<file path="src/hw/rtl/sflp_pkg.sv">
// ----------------------------------------------------------------------------
// sflp_pkg
// shared types and constants of the serial flash loader protocol sequencer
// ----------------------------------------------------------------------------
package sflp_pkg;

  // field widths fixed by the interface
  localparam int FUNC_W      = 2;
  localparam int BYTE_W      = 8;
  localparam int WORD_W      = 14;
  localparam int EVENT_W     = 3;
  localparam int CFG_INDEX_W = 2;
  localparam int CFG_DATA_W  = 13;
  localparam int TICK_W      = 8;
  localparam int RETRY_W     = 4;
  localparam int AREA_W      = 13;
  localparam int BCOUNT_W    = 4;

  // packet buffer holds at most eight bytes, indexed by the low byte count bits
  localparam int PBUF_DEPTH = 8;
  localparam int PBUF_AW    = 3;

  // result count of one batch: up to PACKET_WORDS writes plus the closing event
  localparam int BATCH_CNT_W = 4;

  // input function codes
  localparam logic [FUNC_W-1:0] FUNC_BYTE    = 2'd0;
  localparam logic [FUNC_W-1:0] FUNC_TICK    = 2'd1;
  localparam logic [FUNC_W-1:0] FUNC_RESTART = 2'd2;

  // configuration register indexes
  localparam logic [CFG_INDEX_W-1:0] CFG_TIMEOUT     = 2'd0;
  localparam logic [CFG_INDEX_W-1:0] CFG_MAX_RETRIES = 2'd1;
  localparam logic [CFG_INDEX_W-1:0] CFG_AREA_START  = 2'd2;
  localparam logic [CFG_INDEX_W-1:0] CFG_AREA_END    = 2'd3;

  // configuration reset values
  localparam logic [TICK_W-1:0]  TIMEOUT_RESET     = 8'd93;
  localparam logic [RETRY_W-1:0] MAX_RETRIES_RESET = 4'd3;
  localparam logic [AREA_W-1:0]  AREA_START_RESET  = 13'h0600;
  localparam logic [AREA_W-1:0]  AREA_END_RESET    = 13'h0FFF;

  // handshake sync bytes and the bit count of the high part of a flash word
  localparam logic [BYTE_W-1:0] SYNC_FIRST  = 8'h55;
  localparam logic [BYTE_W-1:0] SYNC_SECOND = 8'hAA;
  localparam int                HI_BITS     = WORD_W - BYTE_W;

  typedef enum logic [EVENT_W-1:0] {
    EV_HANDSHAKE   = 3'd0,
    EV_ACK         = 3'd1,
    EV_WRITE       = 3'd2,
    EV_PKT_TIMEOUT = 3'd3,
    EV_ABORT       = 3'd4,
    EV_DONE        = 3'd5,
    EV_HS_TIMEOUT  = 3'd6
  } event_t;

  typedef enum logic [1:0] {
    PH_HANDSHAKE = 2'd0,
    PH_DATA      = 2'd1,
    PH_IDLE      = 2'd2
  } phase_t;

  // one batch of results handed from the sequencer to the emitter
  typedef struct packed {
    logic [BATCH_CNT_W-1:0] count;
    logic                   is_write;
    event_t                 first_ev;
    event_t                 final_ev;
  } batch_t;

endpackage

</file>
<file path="src/hw/rtl/sflp_inreg.sv">
// ----------------------------------------------------------------------------
// sflp_inreg
// input register: holds one accepted beat until the sequencer takes it
// ----------------------------------------------------------------------------
module sflp_inreg (
  input  logic                         clk,
  input  logic                         rst,
  input  logic                         in_valid,
  output logic                         in_stall,
  input  logic [sflp_pkg::FUNC_W-1:0]  func,
  input  logic [sflp_pkg::BYTE_W-1:0]  rx_byte,
  input  logic                         take,
  output logic                         full,
  output logic [sflp_pkg::FUNC_W-1:0]  func_q,
  output logic [sflp_pkg::BYTE_W-1:0]  byte_q
);

  logic accept;

  // stall only while the held beat is not leaving this cycle
  assign in_stall = full && !take;
  assign accept   = in_valid && !in_stall;

  // occupancy flag
  always_ff @(posedge clk) begin
    if (rst) begin
      full <= 1'b0;
    end else if (accept) begin
      full <= 1'b1;
    end else if (take) begin
      full <= 1'b0;
    end
  end

  // payload
  always_ff @(posedge clk) begin
    if (accept) begin
      func_q <= func;
      byte_q <= rx_byte;
    end
  end

endmodule

</file>
<file path="src/hw/rtl/sflp_core.sv">
// ----------------------------------------------------------------------------
// sflp_core
// protocol sequencer: configuration, session state and at most one batch per beat
// ----------------------------------------------------------------------------
module sflp_core #(
  parameter int PACKET_WORDS = 4,
  parameter int ADDRESS_BITS = 13
) (
  input  logic                                         clk,
  input  logic                                         rst,
  input  logic                                         cfg_write,
  input  logic [sflp_pkg::CFG_INDEX_W-1:0]             cfg_index,
  input  logic [sflp_pkg::CFG_DATA_W-1:0]              cfg_data,
  input  logic                                         item_valid,
  input  logic [sflp_pkg::FUNC_W-1:0]                  item_func,
  input  logic [sflp_pkg::BYTE_W-1:0]                  item_byte,
  input  logic                                         batch_ready,
  output logic                                         item_take,
  output logic                                         batch_load,
  output sflp_pkg::batch_t                             batch,
  output logic [ADDRESS_BITS-1:0]                      batch_base,
  output logic [PACKET_WORDS-1:0][sflp_pkg::WORD_W-1:0] batch_words
);

  localparam int PACKET_BYTES = 2 * PACKET_WORDS;
  localparam int CMP_W        = ADDRESS_BITS + 2;

  // configuration registers
  logic [sflp_pkg::TICK_W-1:0]  timeout_ticks;
  logic [sflp_pkg::RETRY_W-1:0] max_retries;
  logic [sflp_pkg::AREA_W-1:0]  area_start;
  logic [sflp_pkg::AREA_W-1:0]  area_end;

  // session state
  sflp_pkg::phase_t              phase, phase_next;
  logic [sflp_pkg::BYTE_W-1:0]   prev_byte, prev_byte_next;
  logic [sflp_pkg::TICK_W-1:0]   tick_count, tick_count_next;
  logic [sflp_pkg::BCOUNT_W-1:0] byte_count, byte_count_next;
  logic [ADDRESS_BITS-1:0]       write_address, write_address_next;
  logic [sflp_pkg::RETRY_W-1:0]  retry_count, retry_count_next;
  logic [sflp_pkg::BYTE_W-1:0]   pbuf [sflp_pkg::PBUF_DEPTH];

  // working values
  logic                          has_results;
  logic                          pbuf_we;
  logic [sflp_pkg::PBUF_AW-1:0]  pbuf_idx;
  logic [sflp_pkg::BYTE_W-1:0]   pbuf_now [sflp_pkg::PBUF_DEPTH];
  logic [sflp_pkg::TICK_W-1:0]   tick_inc;
  logic                          expired;
  logic [sflp_pkg::BCOUNT_W-1:0] bc_inc;
  logic                          packet_end;
  logic [sflp_pkg::RETRY_W-1:0]  retry_inc;
  logic [CMP_W-1:0]              packet_top;
  logic                          area_full;

  // configuration writes
  always_ff @(posedge clk) begin
    if (rst) begin
      timeout_ticks <= sflp_pkg::TIMEOUT_RESET;
      max_retries   <= sflp_pkg::MAX_RETRIES_RESET;
      area_start    <= sflp_pkg::AREA_START_RESET;
      area_end      <= sflp_pkg::AREA_END_RESET;
    end else if (cfg_write) begin
      case (cfg_index)
        sflp_pkg::CFG_TIMEOUT:     timeout_ticks <= cfg_data[sflp_pkg::TICK_W-1:0];
        sflp_pkg::CFG_MAX_RETRIES: max_retries   <= cfg_data[sflp_pkg::RETRY_W-1:0];
        sflp_pkg::CFG_AREA_START:  area_start    <= cfg_data[sflp_pkg::AREA_W-1:0];
        sflp_pkg::CFG_AREA_END:    area_end      <= cfg_data[sflp_pkg::AREA_W-1:0];
        default: ;
      endcase
    end
  end

  // tick timeout, byte count and packet end arithmetic
  assign tick_inc   = tick_count + sflp_pkg::TICK_W'(1);
  assign expired    = tick_inc >= timeout_ticks;
  assign bc_inc     = byte_count + sflp_pkg::BCOUNT_W'(1);
  assign packet_end = {1'b0, bc_inc} >= (sflp_pkg::BCOUNT_W + 1)'(PACKET_BYTES);
  assign retry_inc  = retry_count + sflp_pkg::RETRY_W'(1);
  assign packet_top = CMP_W'(write_address) + CMP_W'(2 * PACKET_WORDS - 1);
  assign area_full  = packet_top > CMP_W'(area_end);
  assign pbuf_idx   = byte_count[sflp_pkg::PBUF_AW-1:0];

  // buffer contents with the current byte merged in
  always_comb begin
    for (int k = 0; k < sflp_pkg::PBUF_DEPTH; k++) begin
      pbuf_now[k] = (pbuf_idx == sflp_pkg::PBUF_AW'(k)) ? item_byte : pbuf[k];
    end
  end

  // little-endian byte pairs into flash words
  always_comb begin
    for (int i = 0; i < PACKET_WORDS; i++) begin
      batch_words[i] = {pbuf_now[(2 * i + 1) % sflp_pkg::PBUF_DEPTH][sflp_pkg::HI_BITS-1:0],
                        pbuf_now[(2 * i) % sflp_pkg::PBUF_DEPTH]};
    end
  end

  assign batch_base = {write_address[ADDRESS_BITS-1:2], 2'b00};

  // next state and the batch for the held beat
  always_comb begin
    phase_next         = phase;
    prev_byte_next     = prev_byte;
    tick_count_next    = tick_count;
    byte_count_next    = byte_count;
    write_address_next = write_address;
    retry_count_next   = retry_count;
    pbuf_we            = 1'b0;
    has_results        = 1'b0;
    batch.count        = '0;
    batch.is_write     = 1'b0;
    batch.first_ev     = sflp_pkg::EV_ACK;
    batch.final_ev     = sflp_pkg::EV_ACK;

    if (item_func == sflp_pkg::FUNC_RESTART) begin
      phase_next       = sflp_pkg::PH_HANDSHAKE;
      prev_byte_next   = '0;
      tick_count_next  = '0;
      byte_count_next  = '0;
      retry_count_next = '0;
    end else if (item_func == sflp_pkg::FUNC_BYTE || item_func == sflp_pkg::FUNC_TICK) begin
      case (phase)
        sflp_pkg::PH_HANDSHAKE: begin
          if (item_func == sflp_pkg::FUNC_BYTE) begin
            prev_byte_next = item_byte;
            if (prev_byte == sflp_pkg::SYNC_FIRST && item_byte == sflp_pkg::SYNC_SECOND) begin
              has_results        = 1'b1;
              batch.count        = sflp_pkg::BATCH_CNT_W'(2);
              batch.first_ev     = sflp_pkg::EV_HANDSHAKE;
              batch.final_ev     = sflp_pkg::EV_ACK;
              phase_next         = sflp_pkg::PH_DATA;
              write_address_next = ADDRESS_BITS'(area_start);
              byte_count_next    = '0;
              tick_count_next    = '0;
              retry_count_next   = '0;
            end
          end else begin
            tick_count_next = expired ? '0 : tick_inc;
            if (expired) begin
              has_results    = 1'b1;
              batch.count    = sflp_pkg::BATCH_CNT_W'(1);
              batch.first_ev = sflp_pkg::EV_HS_TIMEOUT;
              batch.final_ev = sflp_pkg::EV_HS_TIMEOUT;
              phase_next     = sflp_pkg::PH_IDLE;
            end
          end
        end
        sflp_pkg::PH_DATA: begin
          if (item_func == sflp_pkg::FUNC_BYTE) begin
            pbuf_we         = 1'b1;
            byte_count_next = bc_inc;
            if (packet_end) begin
              has_results        = 1'b1;
              batch.count        = sflp_pkg::BATCH_CNT_W'(PACKET_WORDS + 1);
              batch.is_write     = 1'b1;
              batch.first_ev     = sflp_pkg::EV_WRITE;
              byte_count_next    = '0;
              retry_count_next   = '0;
              write_address_next = write_address + ADDRESS_BITS'(PACKET_WORDS);
              if (area_full) begin
                batch.final_ev = sflp_pkg::EV_DONE;
                phase_next     = sflp_pkg::PH_IDLE;
              end else begin
                batch.final_ev  = sflp_pkg::EV_ACK;
                tick_count_next = '0;
              end
            end
          end else begin
            tick_count_next = expired ? '0 : tick_inc;
            if (expired) begin
              has_results      = 1'b1;
              batch.count      = sflp_pkg::BATCH_CNT_W'(2);
              batch.first_ev   = sflp_pkg::EV_PKT_TIMEOUT;
              byte_count_next  = '0;
              retry_count_next = retry_inc;
              if (retry_inc >= max_retries) begin
                batch.final_ev = sflp_pkg::EV_ABORT;
                phase_next     = sflp_pkg::PH_IDLE;
              end else begin
                batch.final_ev = sflp_pkg::EV_ACK;
              end
            end
          end
        end
        default: ;
      endcase
    end
  end

  // a beat without results never waits for the emitter
  assign item_take  = item_valid && (batch_ready || !has_results);
  assign batch_load = item_valid && batch_ready && has_results;

  // session state registers
  always_ff @(posedge clk) begin
    if (rst) begin
      phase         <= sflp_pkg::PH_HANDSHAKE;
      prev_byte     <= '0;
      tick_count    <= '0;
      byte_count    <= '0;
      write_address <= '0;
      retry_count   <= '0;
    end else if (item_take) begin
      phase         <= phase_next;
      prev_byte     <= prev_byte_next;
      tick_count    <= tick_count_next;
      byte_count    <= byte_count_next;
      write_address <= write_address_next;
      retry_count   <= retry_count_next;
    end
  end

  // packet byte buffer
  always_ff @(posedge clk) begin
    if (item_take && pbuf_we) begin
      pbuf[pbuf_idx] <= item_byte;
    end
  end

endmodule

</file>
<file path="src/hw/rtl/sflp_emit.sv">
// ----------------------------------------------------------------------------
// sflp_emit
// result emitter: holds one batch and sends one result each unstalled cycle
// ----------------------------------------------------------------------------
module sflp_emit #(
  parameter int PACKET_WORDS = 4,
  parameter int ADDRESS_BITS = 13
) (
  input  logic                                         clk,
  input  logic                                         rst,
  input  logic                                         load,
  input  sflp_pkg::batch_t                             batch,
  input  logic [ADDRESS_BITS-1:0]                      base,
  input  logic [PACKET_WORDS-1:0][sflp_pkg::WORD_W-1:0] words,
  output logic                                         ready,
  output logic                                         out_valid,
  input  logic                                         out_stall,
  output logic [sflp_pkg::EVENT_W-1:0]                 event_res,
  output logic [ADDRESS_BITS-1:0]                      flash_address,
  output logic [sflp_pkg::WORD_W-1:0]                  flash_word,
  output logic                                         last
);

  logic                                          held;
  sflp_pkg::batch_t                              cur;
  logic [ADDRESS_BITS-1:0]                       cur_base;
  logic [PACKET_WORDS-1:0][sflp_pkg::WORD_W-1:0] cur_words;
  logic [sflp_pkg::BATCH_CNT_W-1:0]              idx;
  logic                                          is_final;
  logic                                          in_writes;
  logic                                          send;
  logic [sflp_pkg::WORD_W-1:0]                   word_sel;

  assign is_final  = idx == (cur.count - sflp_pkg::BATCH_CNT_W'(1));
  assign in_writes = cur.is_write && (idx < sflp_pkg::BATCH_CNT_W'(PACKET_WORDS));
  assign send      = held && !out_stall;
  assign ready     = !held || (send && is_final);

  // word select over the packet
  always_comb begin
    word_sel = '0;
    for (int k = 0; k < PACKET_WORDS; k++) begin
      if (idx == sflp_pkg::BATCH_CNT_W'(k)) begin
        word_sel = cur_words[k];
      end
    end
  end

  // result fields from the held batch
  always_comb begin
    out_valid     = held;
    last          = is_final;
    flash_address = '0;
    flash_word    = '0;
    if (in_writes) begin
      event_res     = sflp_pkg::EV_WRITE;
      flash_address = cur_base + ADDRESS_BITS'(idx);
      flash_word    = word_sel;
    end else if (is_final) begin
      event_res = cur.final_ev;
    end else begin
      event_res = cur.first_ev;
    end
  end

  // batch occupancy and result index
  always_ff @(posedge clk) begin
    if (rst) begin
      held <= 1'b0;
      idx  <= '0;
    end else if (load) begin
      held <= 1'b1;
      idx  <= '0;
    end else if (send) begin
      if (is_final) begin
        held <= 1'b0;
        idx  <= '0;
      end else begin
        idx <= idx + sflp_pkg::BATCH_CNT_W'(1);
      end
    end
  end

  // batch payload
  always_ff @(posedge clk) begin
    if (load) begin
      cur       <= batch;
      cur_base  <= base;
      cur_words <= words;
    end
  end

endmodule

</file>
<file path="src/hw/rtl/serial_flash_loader_protocol.sv">
// ----------------------------------------------------------------------------
// serial_flash_loader_protocol
// loader sequencer: handshake, packet gathering, flash writes and timeouts
// ----------------------------------------------------------------------------
//  channel  | signals                                  | beat
//  ---------+------------------------------------------+---------------------
//  in       | in_valid, in_stall, func, rx_byte        | one byte, tick or restart
//  out      | out_valid, out_stall, event_res,         | one protocol event
//           | flash_address, flash_word, last          |
//  cfg      | cfg_write, cfg_index, cfg_data           | one register write
//
//  a beat is registered in the input register, then its batch in the emitter;
//  its first result can be taken once that batch is held in the emitter
//  a beat yields up to PACKET_WORDS + 1 results, sent at one per cycle from the
//  emitter while out_stall is low, so the output port sets the rate: one beat per
//  cycle when it yields at most one result; more results hold up the next beat
//  a beat with results moves on at the edge that sends the last result before it;
//  a beat without results moves on at once
//  rst is synchronous: clears control state and restores register defaults
//  out_stall holds the current result; in_stall rises only when both stages wait
// ----------------------------------------------------------------------------
module serial_flash_loader_protocol #(
  parameter int PACKET_WORDS = 4,
  parameter int ADDRESS_BITS = 13
) (
  input  logic                             clk,
  input  logic                             rst,
  input  logic                             cfg_write,
  input  logic [sflp_pkg::CFG_INDEX_W-1:0] cfg_index,
  input  logic [sflp_pkg::CFG_DATA_W-1:0]  cfg_data,
  input  logic                             in_valid,
  output logic                             in_stall,
  input  logic [sflp_pkg::FUNC_W-1:0]      func,
  input  logic [sflp_pkg::BYTE_W-1:0]      rx_byte,
  output logic                             out_valid,
  input  logic                             out_stall,
  output logic [sflp_pkg::EVENT_W-1:0]     event_res,
  output logic [ADDRESS_BITS-1:0]          flash_address,
  output logic [sflp_pkg::WORD_W-1:0]      flash_word,
  output logic                             last
);

  logic                                          item_valid;
  logic [sflp_pkg::FUNC_W-1:0]                   item_func;
  logic [sflp_pkg::BYTE_W-1:0]                   item_byte;
  logic                                          item_take;
  logic                                          batch_ready;
  logic                                          batch_load;
  sflp_pkg::batch_t                              batch;
  logic [ADDRESS_BITS-1:0]                       batch_base;
  logic [PACKET_WORDS-1:0][sflp_pkg::WORD_W-1:0] batch_words;

  // input register
  sflp_inreg u_inreg (
    .clk      (clk),
    .rst      (rst),
    .in_valid (in_valid),
    .in_stall (in_stall),
    .func     (func),
    .rx_byte  (rx_byte),
    .take     (item_take),
    .full     (item_valid),
    .func_q   (item_func),
    .byte_q   (item_byte)
  );

  // protocol sequencer
  sflp_core #(
    .PACKET_WORDS (PACKET_WORDS),
    .ADDRESS_BITS (ADDRESS_BITS)
  ) u_core (
    .clk         (clk),
    .rst         (rst),
    .cfg_write   (cfg_write),
    .cfg_index   (cfg_index),
    .cfg_data    (cfg_data),
    .item_valid  (item_valid),
    .item_func   (item_func),
    .item_byte   (item_byte),
    .batch_ready (batch_ready),
    .item_take   (item_take),
    .batch_load  (batch_load),
    .batch       (batch),
    .batch_base  (batch_base),
    .batch_words (batch_words)
  );

  // result emitter
  sflp_emit #(
    .PACKET_WORDS (PACKET_WORDS),
    .ADDRESS_BITS (ADDRESS_BITS)
  ) u_emit (
    .clk           (clk),
    .rst           (rst),
    .load          (batch_load),
    .batch         (batch),
    .base          (batch_base),
    .words         (batch_words),
    .ready         (batch_ready),
    .out_valid     (out_valid),
    .out_stall     (out_stall),
    .event_res     (event_res),
    .flash_address (flash_address),
    .flash_word    (flash_word),
    .last          (last)
  );

endmodule
</file>
<file path="config.mk">
export PLATFORM = sky130hd
export DESIGN_NAME = serial_flash_loader_protocol
export DESIGN_NICKNAME = d
export VERILOG_FILES = /design/src/hw/rtl/sflp_pkg.sv /design/src/hw/rtl/sflp_inreg.sv /design/src/hw/rtl/sflp_core.sv /design/src/hw/rtl/sflp_emit.sv /design/src/hw/rtl/serial_flash_loader_protocol.sv
export SDC_FILE = /design/constraint.sdc
export NUM_CORES = 1
export LEC_CHECK = 0
export ABC_AREA = 1
export BUFFER_PORTS_ARGS = -buffer_cell sky130_fd_sc_hd__buf_2
export CORE_MARGIN = 8
export CORE_UTILIZATION = 63
export DETAILED_ROUTE_END_ITERATION = 8
export HOLD_SLACK_MARGIN = 0.06
export PLACE_DENSITY = 0.85
export SLEW_MARGIN = 30
export SYNTH_ARGS = -nofsm -noshare
export SYNTH_HDL_FRONTEND = slang
export SYNTH_SLANG_ARGS = --single-unit
</file>
<file path="constraint.sdc">
create_clock -name clk -period 7 [get_ports clk]
set_clock_uncertainty 0.15 [all_clocks]
set_input_delay 2.1 -clock clk [delete_from_list [all_inputs] [get_ports clk]]
set_output_delay 2.1 -clock clk [all_outputs]
set_load 0.02 [all_outputs]
</file>
; ---- Yosys cells after proc, flatten, opt, wreduce, memory -nomap -nowiden
; Memories as Yosys holds them, arrays and structs flattened.
; Index checks and enable logic that the tools add are counted.
[totals]
regBits = 171
output_inout_bits = 33
n_memories = 1
ram_bits = 64
inputBits = 30
wordCells = 213
[memory_table]
columns = memory, depth, word_bits, rd, rd_clocked_by_memory_dff, write_ports, line
row1 = u_core.pbuf, 8, 8, 8, 0, 1, sflp_core.sv:41  ; logic [sflp_pkg::BYTE_W-1:0] pbuf [sflp_pkg::PBUF_DEPTH];
[op_classes]
bitwise_logic = 4
mux = 94
n_eq_ne = 32
n_reduce_logical = 45
n_lt_le_gt_ge = 5
add_sub_neg = 8
[op_table]
columns = operator, n
row1 = two-way mux 8 bit, 16
row2 = two-way mux 14 bit, 5
row3 = two-way mux 13 bit, 5
row4 = two-way mux 4 bit, 16
row5 = two-way mux 6 bit, 7
row6 = one-hot mux 13 bit (2 select lines), 1
row7 = two-way mux 2 bit, 12
row8 = one-hot mux 4 bit (2 select lines), 3
row9 = two-way mux 1 bit, 19
row10 = one-hot mux 8 bit (2 select lines), 1
row11 = greater-than comparator 15 x 13 -> 1 bit, 1
row12 = "adder 13 x 3 -> 14 bit, second input constant", 1
row13 = nonzero test 2 bit, 7
row14 = "adder 13 x 3 -> 13 bit, second input constant", 1
row15 = adder 13 x 4 -> 13 bit, 1
row16 = "adder 4 x 1 -> 4 bit, second input constant", 3
row17 = "equality test 3 bit, second input constant", 4
row18 = two-way mux 3 bit, 4
row19 = "inequality test 4 x 1 -> 1 bit, second input constant", 3
row20 = one-hot mux 6 bit (2 select lines), 1
row21 = AND reduction 6 bit, 2
row22 = logical AND 1 bit, 10
row23 = two-way mux 10 bit, 1
row24 = AND reduction 2 bit, 5
row25 = 36 further kinds, 59

; ---- Logic depth before layout (Yosys ltp)
; Gate-level depths: netlist of the first run.
[depth]
depth_word = 15
mapped_depth = 22
mapped_depth_nobuf = 22

; ---- Modules after synthesis
; From an unflattened synthesis of the first run, not the netlist that was laid out.
[unflattened]
cells_unflattened = 1310
area_unflattened_um2 = 11421.0
[modules_own_cells]
columns = module, cells_each, area_per_inst_um2, instances, seq_area_each_um2
row1 = sflp_core, 952, 7290.7, 1, 3223.1
row2 = sflp_emit, 341, 3783.6, 1, 2502.4
row3 = sflp_inreg, 17, 346.6, 1, 320.3

; ---- Worst setup path after synthesis of the first run
; No wires, ideal clock.
[synth_path]
kind = input-to-output
start = input port out_stall
end = output port in_stall
cell_stages = 6
n_path_buf = 0
arrival_ns = 2.878
required_ns = 4.750
setup_slack_ns = 1.872
cell_sequence = nor2_1 -> nand3_1 -> nand2_1 -> inv_2 -> nand3_1 -> inv_1
[synth_between]
elab_chain_cells = 8
[synth_lines]
columns = item, line
row1 = from (decl), serial_flash_loader_protocol.sv:36  ; input logic out_stall,
row2 = zero test 1 bit, sflp_emit.sv:36  ; assign send = held && !out_stall;
row3 = logical AND 1 bit, sflp_emit.sv:36
row4 = logical AND 1 bit, sflp_emit.sv:37  ; assign ready = !held || (send && is_final);
row5 = logical OR 1 bit, sflp_emit.sv:37
row6 = logical OR 1 bit, sflp_core.sv:192  ; assign item_take = item_valid && (batch_ready || !has_results);
row7 = logical AND 1 bit, sflp_core.sv:192
row8 = zero test 1 bit, sflp_inreg.sv:21  ; assign in_stall = full && !take;
row9 = logical AND 1 bit, sflp_inreg.sv:21
row10 = to (decl), serial_flash_loader_protocol.sv:32  ; output logic in_stall,
; Every way passes these cells.

; ---- Worst setup path after layout of the first run
[layout_path]
start = register u_emit.idx[3] in the netlist's numbering
end = output port flash_word[0] in the netlist's numbering
[layout_between]
elab_chain_cells = 6
elab_cells_between_ends = 11
cone_classes = 1 x order compare / 3 x eq/ne / 5 x mux / 2 x reduce/logical
[layout_lines]
columns = item, line
row1 = from (decl), sflp_emit.sv:28  ; logic [sflp_pkg::BATCH_CNT_W-1:0] idx;
row2 = from (signal assigned), sflp_emit.sv:79  ; idx <= idx + sflp_pkg::BATCH_CNT_W'(1);
row3 = zero test 4 bit, sflp_emit.sv:43  ; if (idx == sflp_pkg::BATCH_CNT_W'(k)) begin
row4 = two-way mux 14 bit (4 in a row), sflp_emit.sv:43
row5 = two-way mux 14 bit *, sflp_emit.sv:55  ; if (in_writes) begin
row6 = to (decl), serial_flash_loader_protocol.sv:39  ; output logic [sflp_pkg::WORD_W-1:0] flash_word,
; Mark *: on every way between the ends. The rest lies on a longest branch, timed or not.

==> flow_metrics.tcl, run 1 <==
set metrics [dict create \
    outcome "finished, final reports clean" \
    num_rows 48 \
    hp-class "reg2reg" \
    drc 0 \
    grt_pass1_wl_mm 40.2 \
    overflow 0 \
    cts_buffers 23 \
    final_max_slew_viol_count 0 \
    p_leak_nw 5.15 \
    fmax_mhz 178 \
    clk_pin_slew_ns 0.06 \
    instances_no_fill 1517 \
    wl_per_cell_um 16.4 \
    ir_drop_mv 0.243 \
    crit_type "reg2out" \
    nNetsFinal 1349 \
    initial_core_util_pct 63.7 \
    finalSetupTns_ns 0 \
    rsz0062_at_grt "no" \
    drtAntennaViolNets 0 \
    async_flop_share_pct 0 \
    synth_edf_count 142 \
    dp_hpwl_mm 17.1 \
    antenna_found_initial 0 \
    wl_mm 24.9 \
    maxUsedRoutingLayer "met4" \
    syn_avg_cell_area_um2 8.89 \
    n_antenna_cell 0 \
    cts_hold_buf 0 \
    synth_fp_nets 1295 \
    ff2ff_setup_slack_ns 3.11 \
    area_growth_pct 11.5 \
    netlist_instances 1221 \
    netlist-cell-type-count 43 \
    numPortBuffers 62 \
    period_share_pct 80.2 \
    worst_pin_slew_ns 0.970 \
    die_h_um 147 \
    worstSetupEndpointType "output port" \
    clockBufferDepth 3 \
    clk_latency_ns 0.51 \
    dp_cells 1475 \
    synthFlopType "edfxtp_1" \
    utilization_pct 71.0 \
    grt.total_usage_pct 22.6 \
    wl_met3_mm 2.34 \
    drive_gt1_share_pct 10.2 \
    via_per_inst 5.69 \
    cts-root-buf "clkbuf_16" \
    ys_seq_area_share_pct 54.6 \
    dieArea_um2 21700 \
    fp.dieW_um 147 \
    critPathRequiredTime_ns 4.75 \
    dr.pass1.iters 5 \
    cts_tree "done" \
    dr_wl_met2_mm 11.4 \
    maxCapViolations 0 \
    clkSinkCount 225 \
    htreeDepth 1 \
    num_vias 8625 \
    grt_max_degree 78 \
    cp-start-kind "flip-flop" \
    grt_pass1_vias 7980 \
    core_area_um2 17100 \
    wirelength_met1_mm 10.6 \
    post_cts_resized 0 \
    finalHoldViolations 0 \
    synth-seq-cells 225 \
    drt_iter0_drc 960 \
    cellPowerDensity_nw_per_um2 238 \
    report.power.total_w 0.00288 \
    crit_fanout 17 \
    setup_violations 0 \
    fin_crit_ns 5.61 \
    gp_congestion 0.923 \
    fill_cells 1250 \
    slew_headroom_pct 34.9 \
    cts_setup_buffers 0 \
    whs_ns 0.310 \
    worstPathArrival_ns 3.36 \
    syn_area_um2 10900 \
    ys_warn_count 0 \
    pin_count 63 \
]
## cells by family after synthesis
| family | count (synthesis) | share of synthesized area (%) |
|---|---|---|
| simple gates | 530 | 20.5 |
| flops | 225 | 54.6 |
| compound gates | 222 | 11.2 |
| buf+inv | 170 | 6.14 |
| fa+ha+maj | 44 | 5.14 |
| xor+xnor | 30 | 2.49 |
## synth_stat cells, drive strengths merged, types with 13 or more instances
| cell type | count | share of area (%) |
|---|---|---|
| nand2 | 278 | 9.8 |
| nor2 | 146 | 5.2 |
| edfxtp | 142 | 39 |
| inv | 131 | 4.6 |
| o21ai | 103 | 4.7 |
| dfxtp | 83 | 15 |
| a21oi | 70 | 3.2 |
| nand3 | 61 | 3.1 |
| ha | 43 | 5.0 |
| clkbuf | 30 | 1.0 |
| xor2 | 23 | 1.9 |
| nor3 | 20 | 0.92 |
| o211ai | 20 | 1.4 |
| a31oi | 19 | 1.1 |
| nand4 | 13 | 0.75 |
## critical path, cell delays in order (launching register included)
cell     delay, ns
dfxtp_1       0.39
nor2_1        0.70
nand2_1       0.53
inv_1         0.57
o21ai_0       0.20
a31oi_1       0.25
buf_2         0.21
## metal layers
metal / vias up / GRT usage (%)
met5: - / 0
met4: 0 / 6.53
met3: 37 / 3.69
met2: 423 / 36.1
met1: 3947 / 31.3
li1: 4218 / -
## layout by cell type, fill, tap and decap left out, drive strengths merged, types with 3 or more instances in the layout
master,Yosys,final
clkbuf,30,37
clkinv,2,6
o211ai,20,20
nor2,146,146
inv,131,132
o21bai,3,3
and3,3,3
nand3,61,61
a31oi,19,19
nand2,278,278
o21ai,103,103
edfxtp,142,142
nand3b,4,4
nor3b,3,3
nand4,13,13
xnor2,7,7
ha,43,43
a21oi,70,70
buf,7,66
nor3,20,20
xor2,23,23
dfxtp,83,83
## path summary, 6_finish.rpt
check / startpoint / cells past startpoint / endpoint
max reg2reg: u_core.tick_count[0] / 15 / u_core.pbuf[5][2]
max: u_emit.idx[3] / 6 / flash_word[0]
min reg2reg: u_core.area_start[5] / 2 / u_core.area_start[5]
min: u_core.area_start[5] / 2 / u_core.area_start[5]
## report_power, final
part	internal, W	total, W	switching, W
registers	0.00144	0.00147	0.0000316
clock network	0.000725	0.00122	0.000491
logic	0.0000603	0.000195	0.000135
total	0.00222	0.00288	0.000657
## metrics by stage
step                area (um2)  worst slack, ns
floorplan                10900             1.87
global placement         11300             1.46
detailed placement       11300             1.45
CTS                      12100             1.36
global route             12100             1.14
finish                   12100             1.39
## flip-flops by register name, indices dropped and copies added, names as in the netlist
signal and flops:
u_core.write_address 13, u_inreg.func_q 2, u_core.tick_count 8, u_core.retry_count 4, u_emit.idx 4, u_emit.cur_words 56, u_core.area_start 13, u_inreg.full 1
u_core.prev_byte 8, u_core.timeout_ticks 8, u_core.area_end 13, u_core.byte_count 4, u_emit.out_valid 1, u_emit.cur 9, u_core.phase 2, u_inreg.byte_q 8
u_core.max_retries 4, u_core.pbuf 56, u_emit.cur_base 11
## cell type report
class / instances / area (um2) / share of cell area, %
multi-input combinational: 826 / 4290 / 35.4
timing repair buffer: 66 / 340 / 2.81
clock inverter: 5 / 28.8 / 0.238
sequential: 225 / 5930 / 48.9
clock buffer: 37 / 741 / 6.12
inverter: 133 / 502 / 4.14
tap: 225 / 282 / 2.32
Power figures use the tool's default switching activity.
==> inputs of run 2 (changes only) <==
--- a/config.mk
+++ b/config.mk
@@ -8,10 +8,10 @@
 export ABC_AREA = 1
 export BUFFER_PORTS_ARGS = -buffer_cell sky130_fd_sc_hd__buf_2
 export CORE_MARGIN = 8
-export CORE_UTILIZATION = 63
+export CORE_UTILIZATION = 55
 export DETAILED_ROUTE_END_ITERATION = 8
 export HOLD_SLACK_MARGIN = 0.06
-export PLACE_DENSITY = 0.85
+export PLACE_DENSITY = 0.79
 export SLEW_MARGIN = 30
 export SYNTH_ARGS = -nofsm -noshare
 export SYNTH_HDL_FRONTEND = slang
==> constraint.sdc (replaced) <==
create_clock -name clk -period 4.9 [get_ports clk]
set_clock_uncertainty 0.15 [all_clocks]
set_input_delay 1.47 -clock clk [delete_from_list [all_inputs] [get_ports clk]]
set_output_delay 1.47 -clock clk [all_outputs]
set_load 0.02 [all_outputs]
==> flow_metrics.tcl, run 2 (same netlist as run 1, synthesis figures left out) <==
set metrics [dict create \
    worst_pin_slew_ns 0.954 \
    period_share_pct 95.8 \
    p_leak_nw 5.21 \
    grt_pass1_vias 8052 \
    clockBufferDepth 3 \
    maxCapViolations 0 \
    timing.rr.start "u_core.tick_count[1]" \
    cts_hold_buf 0 \
    clk_pin_slew_ns 0.06 \
    final_max_slew_viol_count 0 \
    seqCellArea_um2 5930 \
    n_antenna_cell 0 \
    antenna_found_initial 0 \
    overflow 0 \
    ff2ff_setup_slack_ns 1.11 \
    num_vias 8549 \
    cts_buffers 23 \
    outcome "finished, final reports clean" \
    drc 0 \
    crit_fanout 3 \
    crit_type "reg2out" \
    fill_cells 1556 \
    dr.pass1.iters 6 \
    htreeDepth 1 \
    dp_hpwl_mm 17.3 \
    nNetsFinal 1361 \
    wl_per_cell_um 15.9 \
    cts-root-buf "clkbuf_16" \
    gp_congestion 0.888 \
    dieArea_um2 24500 \
    drtAntennaViolNets 0 \
    wl_mm 25.0 \
    report.power.total_w 0.00410 \
    reg2reg_to "u_emit.cur_words[43]" \
    dp_cells 1527 \
    hp-start "u_core.area_start[0]" \
    via_per_inst 5.45 \
    num_rows 51 \
    grt.total_usage_pct 20.5 \
    cellPowerDensity_nw_per_um2 334 \
    area_growth_pct 12.8 \
    grt_max_degree 36 \
    ir_drop_mv 0.225 \
    reg2reg_depth 18 \
    pre_cts_ws_ns 0.605 \
    cts_setup_buffers 0 \
    multi_input_area_um2 4290 \
    clk_latency_ns 0.50 \
    cts_tree "done" \
    finalHoldViolations 0 \
    worstPathArrival_ns 3.07 \
    clkSinkCount 225 \
    pin_count 63 \
    hold_path_depth 2 \
    critPathRequiredTime_ns 3.28 \
    cp-start-kind "flip-flop" \
    numPortBuffers 62 \
    fp.dieW_um 157 \
    slew_headroom_pct 36.3 \
    final_common_cell "nand2_1" \
    design_area_um2 12300 \
    worst_slack_ns 0.208 \
    die_h_um 157 \
    hp-class "reg2reg" \
    whs_ns 0.317 \
    drive_gt1_share_pct 11.2 \
    worstSetupEndpointType "output port" \
    core_area_um2 19400 \
    placedInstanceArea_um2 11500 \
    hold_end "u_core.area_start[0]" \
    fmax_mhz 213 \
    instances_no_fill 1569 \
    top_regs "u_core.pbuf (56), u_emit.cur_words (56)" \
    fin_crit_ns 4.69 \
    drt_iter0_drc 783 \
    initial_core_util_pct 56.0 \
    grt_pass1_wl_mm 40.5 \
    setup_violations 0 \
    most-common-layout-cells "nand2_1 (274), nor2_1 (142), edfxtp_1 (142), inv_1 (123), o21ai_0 (103)" \
]
## run 2: cell count changes in the layout (fill, tap and decap cells not counted), sizes merged
cell,before,now
inv,132,133
buf,66,78
bufinv,0,2
clkinv,6,10
clkinvlp,0,3
clkbuf,37,27
## run 2: worst max path at each step
stage          slack, ns       endpoint  depth (start not counted)                 start
2_1_floorplan       0.70  u_emit.cur[0]                          5             out_stall
3_3_place_gp        0.63       in_stall                          8             out_stall
3_5_place_dp        0.60       in_stall                          8             out_stall
4_1_cts             0.12       in_stall                         17  u_core.tick_count[0]
5_1_grt            -0.03       in_stall                         18  u_core.tick_count[1]
6_report            0.21       in_stall                         17  u_core.tick_count[1]
## run 2: cell type report
| type | instances | area share [%] |
|---|---|---|
| well taps | 265 | 2.71 |
| clock buffers | 27 | 4.98 |
| clock inverters | 15 | 1.18 |
| flip-flops and latches | 225 | 48.4 |
| multi-input cells | 826 | 35.0 |
| repair buffers | 78 | 3.63 |
| inverters | 133 | 4.09 |
## run 2: per-layer routing
metal,part of all wire [%],GRT usage [%],vias to the layer above,wire (um)
li1,-,-,4241,-
met1,44,27.9,3920,10900
met2,46,33.1,342,11400
met3,8.1,3.17,46,2030
met4,2.3,6.04,0,564
met5,0,0,-,0
## run 2: critical path, cell delays in order, from the launching register on
cell      delay [ns]
dfxtp_1         0.36
nand3_1         0.11
nand3b_1        0.20
nand3b_1        0.23
xnor2_2         0.17
ha_1            0.29
a21o_1          0.18
nor2_1          0.18
nand2_1         0.10
inv_1           0.10
nor2_2          0.05
inv_1           0.07
nand2_1         0.06
nand2_1         0.07
nand2_1         0.08
nand3_2         0.11
inv_1           0.06
buf_4           0.15
## run 2: power by group
part | switching, W | internal, W | total [W] | leakage, nW
clock network | 0.000710 | 0.00101 | 0.00172 | 0.365
logic | 0.000194 | 0.0000892 | 0.000283 | 2.89
registers | 0.0000427 | 0.00206 | 0.00210 | 1.96
total | 0.000947 | 0.00315 | 0.00410 | 5.21
## run 2: per-stage QoR
| step | TNS, ns | utilization (%) |
|---|---|---|
| floorplan | 0 | - |
| global placement | 0 | 59.1 |
| detailed placement | 0 | 59.1 |
| CTS | 0 | 63.0 |
| global route | -0.0305 | 63.2 |
| finish | 0 | 63.2 |
## run 2: what timing repair did
action / in CTS / in global routing
endpoints found under the setup margin: 0 / 1
gates resized for setup: 0 / 8
endpoints found under the hold margin: 0 / 0
